### src/rtl/sbls_ram.sv
// Generic single-write, single-read RAM with registered read data.
module sbls_ram #(
   parameter int WIDTH = 8,
   parameter int DEPTH = 16
) (
   input  logic                     clock,
   input  logic                     wr_en,
   input  logic [$clog2(DEPTH)-1:0] wr_addr,
   input  logic [WIDTH-1:0]         wr_data,
   input  logic [$clog2(DEPTH)-1:0] rd_addr,
   output logic [WIDTH-1:0]         rd_data
);
   logic [WIDTH-1:0] mem_ff [DEPTH];
   logic [WIDTH-1:0] rd_data_ff;

   always_ff @(posedge clock) begin
      if (wr_en) begin
         mem_ff[wr_addr] <= wr_data;
      end
      rd_data_ff <= mem_ff[rd_addr];
   end

   assign rd_data = rd_data_ff;
endmodule

### config.mk
export PLATFORM = sky130hd
export DESIGN_NAME = sbls_ram
export DESIGN_NICKNAME = d
export VERILOG_FILES = /design/src/rtl/sbls_ram.sv
export SDC_FILE = /design/constraint.sdc
export NUM_CORES = 1
export LEC_CHECK = 0
export ABC_AREA = 1
export BUFFER_PORTS_ARGS = -buffer_cell sky130_fd_sc_hd__clkbuf_2
export CAP_MARGIN = 10
export CORE_MARGIN = 4
export CORE_UTILIZATION = 65
export CTS_CLUSTER_SIZE = 8
export DETAILED_ROUTE_END_ITERATION = 6
export PLACE_DENSITY = 0.89
export RECOVER_POWER = 50
export SYNTH_ARGS = -nofsm -noshare
export SYNTH_HDL_FRONTEND = slang
export SYNTH_SLANG_ARGS = --single-unit
### constraint.sdc
create_clock -name clock -period 1.5 [get_ports clock]
set_input_delay 0.15 -clock clock [delete_from_list [all_inputs] [get_ports clock]]
set_output_delay 0.15 -clock clock [all_outputs]
set_load 0.02 [all_outputs]
==> out/qor.yml <==
synth:
  netlist_area_um2: 5770
  synth_async_sr_flop_share_pct: 0
  synth_edf_count: 128
  syn-num-nets: 569
  synth_common_cells: "nand2_1, edfxtp_1, inv_1"
  seq_area_frac_synth_pct: 69.4
  synth_top_area_share_pct: 66.7
  synth-xor-area-share_pct: 0
  synthMuxAreaShare_pct: 0
  avgSynthCellArea_um2: 10.5
  synth_compound_area_share_pct: 0
  synth_area_leaders: "edfxtp_1, nand2_1, nand3_1, inv_1, dfxtp_1"
  synthCells: 551
  synth_top_family_by_area: "simple AND/OR/NAND/NOR gates"
  yosysMostFrequentCell: "nand2_1"
  ys_ff_latch: 136
  synth_fa_ha_area_share_pct: 0
  synthFlopType: "edfxtp_1"
  yosysTopAreaCell: "edfxtp_1"
  synth_warnings: 0
  synthSimpleGateAreaFrac_pct: 21.0
  synth.distinct_cells: 12
placed_design:
  numPortBuffers: 25
  place.gp.congestion: 0.925
  dpl.hpwl_um: 7920
  pre_cts_ws_ns: 0.229
pwr:
  power_density_nw_per_um2: 1400
  combPwrFrac_pct: 6.2
  total_power_mw: 9.36
  p_sw_mw: 2.07
  leakage_nw: 2.93
  swShare_pct: 22.1
  pwr-share-clk_pct: 48.1
  sequentialPowerShare_pct: 45.7
  vdd_drop_max_mv: 1.14
  p_int_mw: 7.29
job:
  maxCapViolCount: 0
critical_path:
  cpMaxStageDelayCell: "dfxtp_1"
  arrival_ns: 1.04
  path_delay_family: "flip-flops"
  cp.depth: 1
  r2r_cells: 6
  crit_chain: "clkbuf_2"
  r2r_slack_ns: 0.37
  path_buf_inv: 1
  critPathMaxFanout: 1
  reg2reg_to: "rd_data[7]"
  startpoint_type: "register"
  crit_start: "rd_data[0]"
  crit_end: "rd_data[0]"
  worstPathRequired_ns: 1.35
  r2r_start: "mem_ff[2][7]"
  crit_type: "reg -> out"
  slowest_delay_ns: 0.35
  cp-end-kind: "primary output"
detailed_routing:
  wl_per_cell_um: 20.8
  ant_nets: 0
  avgViaCountPerCell: 6.06
  post-route-drc-count: 0
  dr.pass1.iters: 7
  wirelength_um: 14900
  drt_iter0_drc: 680
  vias: 4332
cts:
  cts.path.max_buffers: 2
  cts.sinks: 136
  clk_latency_ns: 0.53
  cts_setup_buffers: 0
  cts.clk_slew.worst_paths_ns: 0.06
  htreeDepth: 4
  cts_buffers: 17
  ctsHoldBuffers: 0
  cts_resized: 0
  cts_tree: "yes"
  cts_root_buffer: "clkbuf_8"
layout:
  drive_gt1_share_pct: 11.7
  fin_util_pct: 77.1
  fillCellCount: 468
  fin_nets: 612
  syn_to_final_growth_pct: 16.1
  diodes: 0
min_path:
  min_path_cells: 3
  hold_class: "in -> reg"
timing:
  tns_ns: 0
  final_max_slew_viol_count: 0
  rsz0062_at_grt: "no"
  post-route-period-util_pct: 79.5
  finalClockSkew_ns: 0.0100
  hold_viol_final: 0
  slew_headroom_pct: 34.9
  worst_pin_slew_ns: 0.976
  clock.fmax_mhz: 839
  final-setup-viol-count: 0
  setup_slack_ns: 0.308
  fin_crit_ns: 1.19
floorplan:
  initial_core_util_pct: 66.5
  row_count: 34
  die_width_um: 102
  dieArea_um2: 10400
  die_h_um: 102
  placeableCoreArea_um2: 8680
  io_pins: 26
global_routing:
  grt_start_max_net_pins: 65
  track_usage_pct: 30.3
  antenna_found_initial: 0
  grt_pass1_wl_um: 22700
  grt_pass1_vias: 4273
  gr-total-overflow: 0
run_status:
  status: "completed"
-- cell families (layout without fill, tap and decap cells) --
group,count (synthesis),in the layout
simple gates,289,289
flops,136,136
buf+inv,126,182
-- state kept, by name, indices dropped and copies added (netlist names) --
register,count
mem_ff,128
rd_data,8
-- worst min path at each step --
stage	to	start	slack, ns
2_1_floorplan	mem_ff[0][0]	wr_data[0]	0.25
3_3_place_gp	rd_data[2]	rd_addr[3]	0.54
3_5_place_dp	rd_data[3]	rd_addr[3]	0.56
4_1_cts	rd_data[2]	rd_addr[3]	0.03
5_1_grt	rd_data[7]	rd_addr[3]	0.06
6_report	rd_data[4]	rd_addr[3]	0.07
-- cells in the final DEF (no fill, tap or decap) --
cell type,instances
clkbuf_2,16
clkinvlp_4,3
inv_1,100
nand2_1,173
dfxtp_1,8
nand3b_1,2
clkbuf_8,1
nor2_1,17
clkbuf_16,16
edfxtp_1,128
buf_12,3
inv_6,3
nand3_1,97
clkinv_4,2
clkbuf_1,11
bufinv_16,5
buf_4,19
clkinv_2,1
inv_2,2
-- routing by layer --
layer	GRT usage, %	up-vias	share of wire [%]
li1	-	1856	-
met1	37.3	1957	33
met2	49.9	418	48
met3	8.12	101	12
met4	15.1	0	6.2
met5	0	-	0
-- layout make-up --
class | instances | area [um2] | area share [%]
repair buffers | 48 | 320 | 4.78
well taps | 108 | 135 | 2.02
clock inverters | 14 | 221 | 3.31
clock buffers | 18 | 418 | 6.24
flip-flops and latches | 136 | 4000 | 59.8
multi-input cells | 289 | 1210 | 18.1
inverters | 102 | 383 | 5.72
-- per-stage QoR --
step | cells | hold WS (ns) | instance area, um2
4_1_cts | 715 | 0.0263 | 6710
2_1_floorplan | 551 | 0.249 | 5770
3_3_place_gp | 683 | 0.543 | 6070
6_report | 715 | 0.0723 | 6700
3_5_place_dp | 683 | 0.556 | 6070
5_1_grt | 715 | 0.0645 | 6700
-- power groups by stage --
stage               clock (mW)  combinational [mW]  sequential, mW
global route              4.68               0.613            4.28
finish                    4.50               0.580            4.28
detailed placement           0               0.540            4.35
global placement             0               0.514            4.35
CTS                       4.51               0.565            4.27
floorplan                    0               0.300            4.38
(Power assumes the default switching activity.)
