===== src/rtl/sbls_sat_add.sv =====
// Shared saturating score adder.
module sbls_sat_add #(
   parameter int W = 44
) (
   input  logic [W-1:0] a,
   input  logic [W-1:0] b,
   output logic [W-1:0] sum
);
   logic [W:0] full;

   assign full = {1'b0, a} + {1'b0, b};
   assign sum  = full[W] ? {W{1'b1}} : full[W-1:0];
endmodule


===== config.mk =====
export PLATFORM = sky130hd
export DESIGN_NAME = sbls_sat_add
export DESIGN_NICKNAME = d
export VERILOG_FILES = /design/src/rtl/sbls_sat_add.sv
export SDC_FILE = /design/constraint.sdc
export NUM_CORES = 1
export LEC_CHECK = 0
export BUFFER_PORTS_ARGS = -buffer_cell sky130_fd_sc_hd__clkbuf_2
export CORE_MARGIN = 2
export CORE_UTILIZATION = 50
export DETAILED_ROUTE_END_ITERATION = 10
export GPL_TIMING_DRIVEN = 0
export PLACE_DENSITY = 0.85
export SLEW_MARGIN = 20
export SYNTH_ARGS = -nofsm -noshare
export SYNTH_HDL_FRONTEND = slang
export SYNTH_SLANG_ARGS = --single-unit

===== constraint.sdc =====
create_clock -name vclk -period 6.6
set_clock_uncertainty 0.2 [all_clocks]
set_input_delay 1.98 -clock vclk [all_inputs]
set_output_delay 1.98 -clock vclk [all_outputs]
set_load 0.02 [all_outputs]

==> impl_metrics.tcl <==
set metrics [dict create \
    run_status "finished, violations left" \
    violations "setup timing" \
    postSynthNetCount 550 \
    report.final.setup_viol 43 \
    sequential_cell_total 0 \
    finalCoreUtilization 0.729 \
    design_power_total_uw 582 \
    num_rows 27 \
    grt_pass1_vias 3343 \
    crit_path_max_fanout 3 \
    finish.cell_count_without_fillers 634 \
    register_area_um2 0 \
    gp_congestion 0.914 \
    slew_headroom 0.685 \
    timing.critical_path.to_type "output pin" \
    worst_pin_slew_ns 0.472 \
    required_ns 4.42 \
    worst_ir_drop_vdd_mv 0.102 \
    synth-warning-count 0 \
    postSynthCellCount 417 \
    setup_total_negative_slack_ns -5.54 \
    critPathCapture "sum[36]" \
    holdWs_ns 4.21 \
    groute.usage.overall 0.277 \
    initial_utilization 0.519 \
    power-per-cell-area_nw_per_um2 145 \
    drt_pre_antenna_iters 5 \
    io_pins 132 \
    place.port_buffers 132 \
    core_area_um2 5510 \
    largest_net_degree_at_the_start_of_global_routing 11 \
    max-cap-violations 0 \
    insertedDiodeCount 0 \
    syn2layout_area_growth_pct 40.6 \
    gr-total-overflow 0 \
    hold_class "in -> out" \
    rsz0062_at_grt "true" \
    worstPathArrival_ns 4.60 \
    drcViolationCount 0 \
    dp.cells 621 \
    final_net_count 697 \
    synth.cell_area_um2 2860 \
    die_x_um 79.6 \
    fillers 455 \
    layout_common_cells "sky130_fd_sc_hd__clkbuf_2, sky130_fd_sc_hd__nand2_1, sky130_fd_sc_hd__a21oi_1, sky130_fd_sc_hd__ha_1, sky130_fd_sc_hd__o21ai_0" \
    clock_buffers 0 \
    syn_area_per_cell_um2 6.85 \
    period_minus_slack_ns 6.78 \
    final-hold-violation-count 0 \
    grt_antenna_before_repair 0 \
    worst_setup_path_start_kind "input port" \
    synth_sequential_area_ratio 0 \
    die_area_um2 6330 \
    dp_hpwl_um 7390 \
    final_critical_path_setup_slack_ns -0.182 \
    dr_total_vias 3702 \
    final_common_cell "sky130_fd_sc_hd__clkbuf_2" \
    slew_violations 0 \
    die_y_um 79.6 \
    grt_first_pass_wirelength_um 14800 \
    first_iter_violations 222 \
    crit_start "a[0]" \
    viasPerCell 5.84 \
    detail_route.wl_per_cell_um 15.2 \
    max_freq_mhz 147 \
    ant_nets 0 \
    static-leakage-power_uw 0.00201 \
    detail_route.wirelength_um 9610 \
    multi_input_comb_area_um2 2870 \
    synth_cell_type_count 59 \
    layout_cells_sized_above_1 0.363 \
    finalCritPeriodShare 1.03 \
    setup.worst_path.class "in -> out" \
    post_cts_hold_buffer_count 0 \
]
per-stage QoR:
stage                     setup slack, ns  cell area [um2]
after floorplan                     0.137             2860
after global placement             -0.493             3610
after detailed placement           -0.517             3610
after CTS                         -0.0147             3850
after global routing               -0.218             4020
final                              -0.182             4020
timing repair:
item / in CTS / in global routing
cloned: 3 / 0
endpoints found under the setup margin: 44 / 43
buffers inserted: 8 / 4
resized for setup: 34 / 69
pin swaps: 13 / 12
cells in the mapped netlist (2+ instances only):
library cell,instances,area share
sky130_fd_sc_hd__o21a_1,5,0.013
sky130_fd_sc_hd__a21oi_2,4,0.012
sky130_fd_sc_hd__o211ai_1,2,0.0053
sky130_fd_sc_hd__a211oi_2,2,0.0088
sky130_fd_sc_hd__nand2_1,63,0.083
sky130_fd_sc_hd__clkbuf_1,8,0.011
sky130_fd_sc_hd__xnor2_1,23,0.071
sky130_fd_sc_hd__a21o_1,20,0.053
sky130_fd_sc_hd__a211oi_1,5,0.013
sky130_fd_sc_hd__a31oi_1,2,0.0044
sky130_fd_sc_hd__nand2b_1,7,0.015
sky130_fd_sc_hd__a211o_1,3,0.0092
sky130_fd_sc_hd__o31ai_1,2,0.0053
sky130_fd_sc_hd__a21boi_0,7,0.018
sky130_fd_sc_hd__xor2_1,11,0.034
sky130_fd_sc_hd__inv_1,11,0.014
sky130_fd_sc_hd__nor3_1,6,0.011
sky130_fd_sc_hd__or3_1,5,0.011
sky130_fd_sc_hd__and4_1,5,0.015
sky130_fd_sc_hd__nand3_1,9,0.016
sky130_fd_sc_hd__nand4_1,11,0.024
sky130_fd_sc_hd__o22ai_1,2,0.0044
sky130_fd_sc_hd__nor2_1,19,0.025
sky130_fd_sc_hd__a221oi_1,2,0.0061
sky130_fd_sc_hd__o21bai_1,5,0.013
sky130_fd_sc_hd__o21ai_0,26,0.046
sky130_fd_sc_hd__buf_6,4,0.016
sky130_fd_sc_hd__buf_2,8,0.014
sky130_fd_sc_hd__o21ai_1,4,0.0070
sky130_fd_sc_hd__a21oi_1,48,0.084
sky130_fd_sc_hd__ha_1,44,0.19
sky130_fd_sc_hd__nor2b_1,9,0.020
sky130_fd_sc_hd__a41oi_1,2,0.0061
sky130_fd_sc_hd__mux2i_1,5,0.018
sky130_fd_sc_hd__and3_1,4,0.0088
critical path, stage by stage:
cell and delay [ns]:
sky130_fd_sc_hd__buf_8 0.10, sky130_fd_sc_hd__ha_4 0.15, sky130_fd_sc_hd__fa_2 0.37, sky130_fd_sc_hd__a211oi_4 0.30, sky130_fd_sc_hd__o211ai_2 0.16, sky130_fd_sc_hd__a21oi_2 0.25, sky130_fd_sc_hd__nand2_2 0.14, sky130_fd_sc_hd__a31oi_4 0.27
sky130_fd_sc_hd__buf_6 0.15, sky130_fd_sc_hd__o21ai_4 0.06, sky130_fd_sc_hd__a21oi_2 0.20, sky130_fd_sc_hd__mux2_4 0.33, sky130_fd_sc_hd__buf_6 0.13
cells by family after synthesis:
group           after synthesis  share of synthesized area
compound gates              156                      0.366
xor+xnor                     34                      0.104
simple gates                143                      0.249
buf+inv                      33                     0.0591
mux                           6                     0.0215
fa+ha+maj                    45                      0.200
final cells by class:
type	instances	area share
plain buffers	20	0.0346
inverters	11	0.0103
well taps	72	0.0224
multi-input cells	384	0.716
repair buffers	147	0.217
report_power, final:
part           internal, uW  switching, uW
logic                   249            333
clock network             0              0
registers                 0              0
worst min path at each step:
stage	start	endpoint	slack (ns)	cells after the start
6_report	b[0]	sum[0]	4.21	4
4_1_cts	a[0]	sum[0]	4.21	4
5_1_grt	b[0]	sum[0]	4.22	4
2_1_floorplan	b[0]	sum[0]	4.05	2
3_5_place_dp	b[0]	sum[0]	4.19	4
3_3_place_gp	b[0]	sum[0]	4.19	4
layer usage:
| metal | global-route usage | up-vias | wire [um] |
|---|---|---|---|
| li1 | - | 1836 | - |
| met1 | 0.366 | 1681 | 4080 |
| met2 | 0.507 | 171 | 4780 |
| met3 | 0.0147 | 14 | 653 |
| met4 | 0.0328 | 0 | 105 |
| met5 | 0 | - | 0 |
Power figures use the tool's default switching activity.
